**src/rtl/fbpa_pkg.sv**
```systemverilog
// Shared types and constants of the fixed block pool allocator.
package fbpa_pkg;

   localparam int CHUNK_PORT_W  = 4;
   localparam int BLOCK_W       = 8;
   localparam int BSIZE_W       = 16;
   localparam int OFFSET_W      = 24;
   localparam int STATUS_W      = 2;
   localparam int CSR_INDEX_W   = 1;
   localparam int CSR_DATA_W    = 16;
   localparam int PICK_CHUNK_W  = 8;

   localparam logic CMD_ALLOC = 1'b0;
   localparam logic CMD_FREE  = 1'b1;

   localparam logic [STATUS_W-1:0] STATUS_OK  = 2'd0;
   localparam logic [STATUS_W-1:0] STATUS_OOM = 2'd1;
   localparam logic [STATUS_W-1:0] STATUS_BAD = 2'd2;

   localparam logic [CSR_INDEX_W-1:0] REG_BLOCKS_PER_CHUNK = 1'b0;
   localparam logic [CSR_INDEX_W-1:0] REG_BLOCK_SIZE       = 1'b1;

   localparam logic [BLOCK_W-1:0]  RESET_BLOCKS_PER_CHUNK = 8'd255;
   localparam logic [BSIZE_W-1:0]  RESET_BLOCK_SIZE       = 16'd8;

   // per-chunk bookkeeping word
   typedef struct packed {
      logic [BLOCK_W-1:0] first_free;
      logic [BLOCK_W-1:0] free_count;
      logic [BLOCK_W-1:0] mark;
   } chunk_word_type;

   // chunk choice for an allocate
   typedef struct packed {
      logic                    found;
      logic                    fresh;
      logic [PICK_CHUNK_W-1:0] chunk;
   } pick_type;

endpackage

```
**src/rtl/fbpa_pick.sv**
```systemverilog
// Chunk selection for an allocate: cached chunk, lowest active chunk with room, or a new chunk.
module fbpa_pick import fbpa_pkg::*; #(
   parameter int MAX_CHUNKS = 16,
   localparam int CW = (MAX_CHUNKS > 1) ? $clog2(MAX_CHUNKS) : 1,
   localparam int AW = $clog2(MAX_CHUNKS + 1)
) (
   input  logic [MAX_CHUNKS-1:0] nonempty,
   input  logic [AW-1:0]         active,
   input  logic [CW-1:0]         cached,
   input  logic                  cached_valid,
   output pick_type              pick
);

   logic                    hit;
   logic                    any;
   logic [PICK_CHUNK_W-1:0] low;

   assign hit = cached_valid && (9'(cached) < 9'(active)) && nonempty[cached];

   always_comb begin
      any = 1'b0;
      low = '0;
      for (int i = MAX_CHUNKS - 1; i >= 0; i--) begin
         if (nonempty[i] && (9'(i) < 9'(active))) begin
            any = 1'b1;
            low = PICK_CHUNK_W'(i);
         end
      end
   end

   always_comb begin
      pick = '0;
      if (hit) begin
         pick.found = 1'b1;
         pick.chunk = PICK_CHUNK_W'(cached);
      end else if (any) begin
         pick.found = 1'b1;
         pick.chunk = low;
      end else if (9'(active) < 9'(MAX_CHUNKS)) begin
         pick.found = 1'b1;
         pick.fresh = 1'b1;
         pick.chunk = PICK_CHUNK_W'(active);
      end
   end

endmodule

```
**config.mk**
```make
export PLATFORM = sky130hd
export DESIGN_NAME = fbpa_pick
export DESIGN_NICKNAME = d
export VERILOG_FILES = /design/src/rtl/fbpa_pkg.sv /design/src/rtl/fbpa_pick.sv
export SDC_FILE = /design/constraint.sdc
export NUM_CORES = 1
export LEC_CHECK = 0
export BUFFER_PORTS_ARGS = -buffer_cell sky130_fd_sc_hd__clkbuf_2
export CAP_MARGIN = 15
export CORE_MARGIN = 2
export CORE_UTILIZATION = 47
export DETAILED_ROUTE_END_ITERATION = 10
export GPL_ROUTABILITY_DRIVEN = 0
export PLACE_DENSITY_LB_ADDON = 0.08
export SLEW_MARGIN = 25
export SYNTH_ARGS = -nofsm -noshare
export SYNTH_HDL_FRONTEND = slang
export SYNTH_SLANG_ARGS = --single-unit
```
**constraint.sdc**
```tcl
create_clock -name vclk -period 3.5
set_clock_uncertainty 0.1 [all_clocks]
set_input_delay 1.05 -clock vclk [all_inputs]
set_output_delay 1.05 -clock vclk [all_outputs]
set_load 0.005 [all_outputs]
```
==> reports/results.ini <==
[floorplan]
core_area_um2=1745
core.rowCount=15
dieWidth_um=47.51
initial_core_util_pct=50.97
die_area_um2=2257
die-height_um=47.51
ios=36

[sta]
setup_repair_after_global_routing_missed_its_margin=yes
finalCritPeriodShare_pct=110.9
timing.final.crit_period_ps=3881
total_count_of_max_transition_violations_in_the_final_report=0
final_hold_viol_count=0
setup-tns-final_ps=-1762
worst_slack_ps=-380.6
clock.fmax_ghz=0.2577
setup_violations=6

[place]
placedCellCount=203
detailed_place.area_um2=1313
place.port_buffers=32
dp_hpwl_um=2503

[clock_network]
hold_buffers=0

[finish]
layout_common_cells=sky130_fd_sc_hd__buf_4 (36), sky130_fd_sc_hd__clkbuf_2 (26), sky130_fd_sc_hd__a21oi_1 (11)
sequential_cell_total=0
fin_area_um2=1451
final_layout_size_suffix_gt1_share_pct=51.91
mostFrequentLayoutCell=sky130_fd_sc_hd__buf_4
layout_clock_buffer_count=0
seqCellArea_um2=0
final_core_utilization_pct=83.15
num_antenna_cells=0
nets=214
finalNonFillerCells=208
area_growth_pct=63.15

[drt]
dr.first_iter.drc_count=51
avg_vias_per_cell=6.163
drc=0
finalWirelength_um=3428
dr_total_vias=1282
route.antenna.remaining_nets=0
drt_pass1_iterations=4
post_drt_wl_per_cell_um=16.48

[critical_path]
critPathSlowestCell=sky130_fd_sc_hd__o311ai_1
critical_path.cell_chain=clkbuf_2 -> buf_4 -> and2_1 -> o311ai_1 -> a21oi_1 -> a211oi_1 -> o211ai_1 -> a21oi_1 -> buf_2
timing.critical_path.slowest_cell_delay_ps=420
critPathBufInv=3
crit_fanout=7
critical_path_required_ps=2350
startpoint_type_of_the_worst_setup_path=input pin
path_delay_family=compound AO/OA/AOI/OAI gates
critical_path_class=input pin to primary output
critPathArrivalTime_ps=2730
crit_path_frequent_cell=sky130_fd_sc_hd__a21oi_1
crit_path_end_kind=primary output

[run_status]
violated_checks=setup timing
run_status=complete, but fails checks

[synthesis]
seq_area_frac_synth_pct=0
ys_warn_count=0
yosysUniqueCellTypes=48
synthCells=119
synth_area_um2=889.6
syn_avg_cell_area_um2=7.476

[global_routing]
grt_first_pass_wirelength_um=4754
number_of_global_route_vias_before_repair=1075
pin_count_of_the_biggest_net_entering_global_routing=12
grt_overflow_total=0
global_route.usage.total_pct=28.71
grt_antenna_before_repair=0

[pwr]
power.static_leakage_nw=0.6813
total_power_uw=193.1
irDropWorstVdd_uv=88.71
cellPowerDensity_nw_per_um2=133.1

[run]
max_cap_violations=0

[hold_path]
hold_path_class=input pin to primary output

[path summary, 6_finish.rpt]
path | from | end | slack (ps) | cells past startpoint
hold / removal | cached[3] | pick[3] | 2410 | 5
setup / recovery | active[0] | pick[0] | -380 | 9
[power by group]
| group | internal [mW] | switching (mW) |
|---|---|---|
| registers | 0 | 0 |
| logic | 0.100 | 0.0932 |
| clock network | 0 | 0 |
[per-stage QoR]
stage,setup WS [ps],hold slack (ps)
3_5_place_dp,-474.7,2411
5_1_grt,-513.0,2453
4_1_cts,-338.2,2412
3_3_place_gp,-370.5,2399
2_1_floorplan,-67.65,2096
6_report,-380.6,2407
[repair_timing]
action	4_1_cts	5_1_grt
cloned	1	1
pin swaps	5	4
setup buffers	3	0
gates resized for setup	13	6
endpoints found under the setup margin	6	6
[Yosys cell counts (all sizes together), types with 3 or more instances]
cell / count / area, um^2
a211o: 3 / 26.28
a211oi: 4 / 42.54
o21ai: 10 / 65.07
nand3: 3 / 15.01
o22ai: 3 / 18.77
nor2b: 4 / 25.02
mux4: 4 / 90.09
nand2: 8 / 30.03
nor2: 6 / 22.52
or2: 3 / 18.77
o21a: 4 / 30.03
inv: 5 / 18.77
and3: 5 / 31.28
buf: 10 / 81.33
ha: 3 / 37.54
a21oi: 11 / 55.05
[logic make-up after synthesis]
kind of cell               Yosys count  share of synthesized area (%)
and+or+nand+nor                     42                          29.40
other                                1                         0.4215
buffers and inverters               17                          12.10
AOI/OAI and AO/OA                   51                          42.48
adders and majority gates            3                          4.220
muxes                                5                          11.39
[area by class of cell]
| class | count | area (um^2) |
|---|---|---|
| multi-input cells | 106 | 868.3 |
| repair buffers | 72 | 530.5 |
| fillers | 124 | 294.0 |
| well taps | 25 | 31.28 |
| inverters | 5 | 21.27 |
[metal layers]
| layer | part of all wire [%] | track usage (%) |
|---|---|---|
| met3 | 6.0 | 1.509 |
| met2 | 52 | 53.51 |
| met4 | 1.8 | 5.000 |
| met1 | 40 | 36.49 |
| met5 | 0 | 0 |
(Power assumes the default switching activity.)
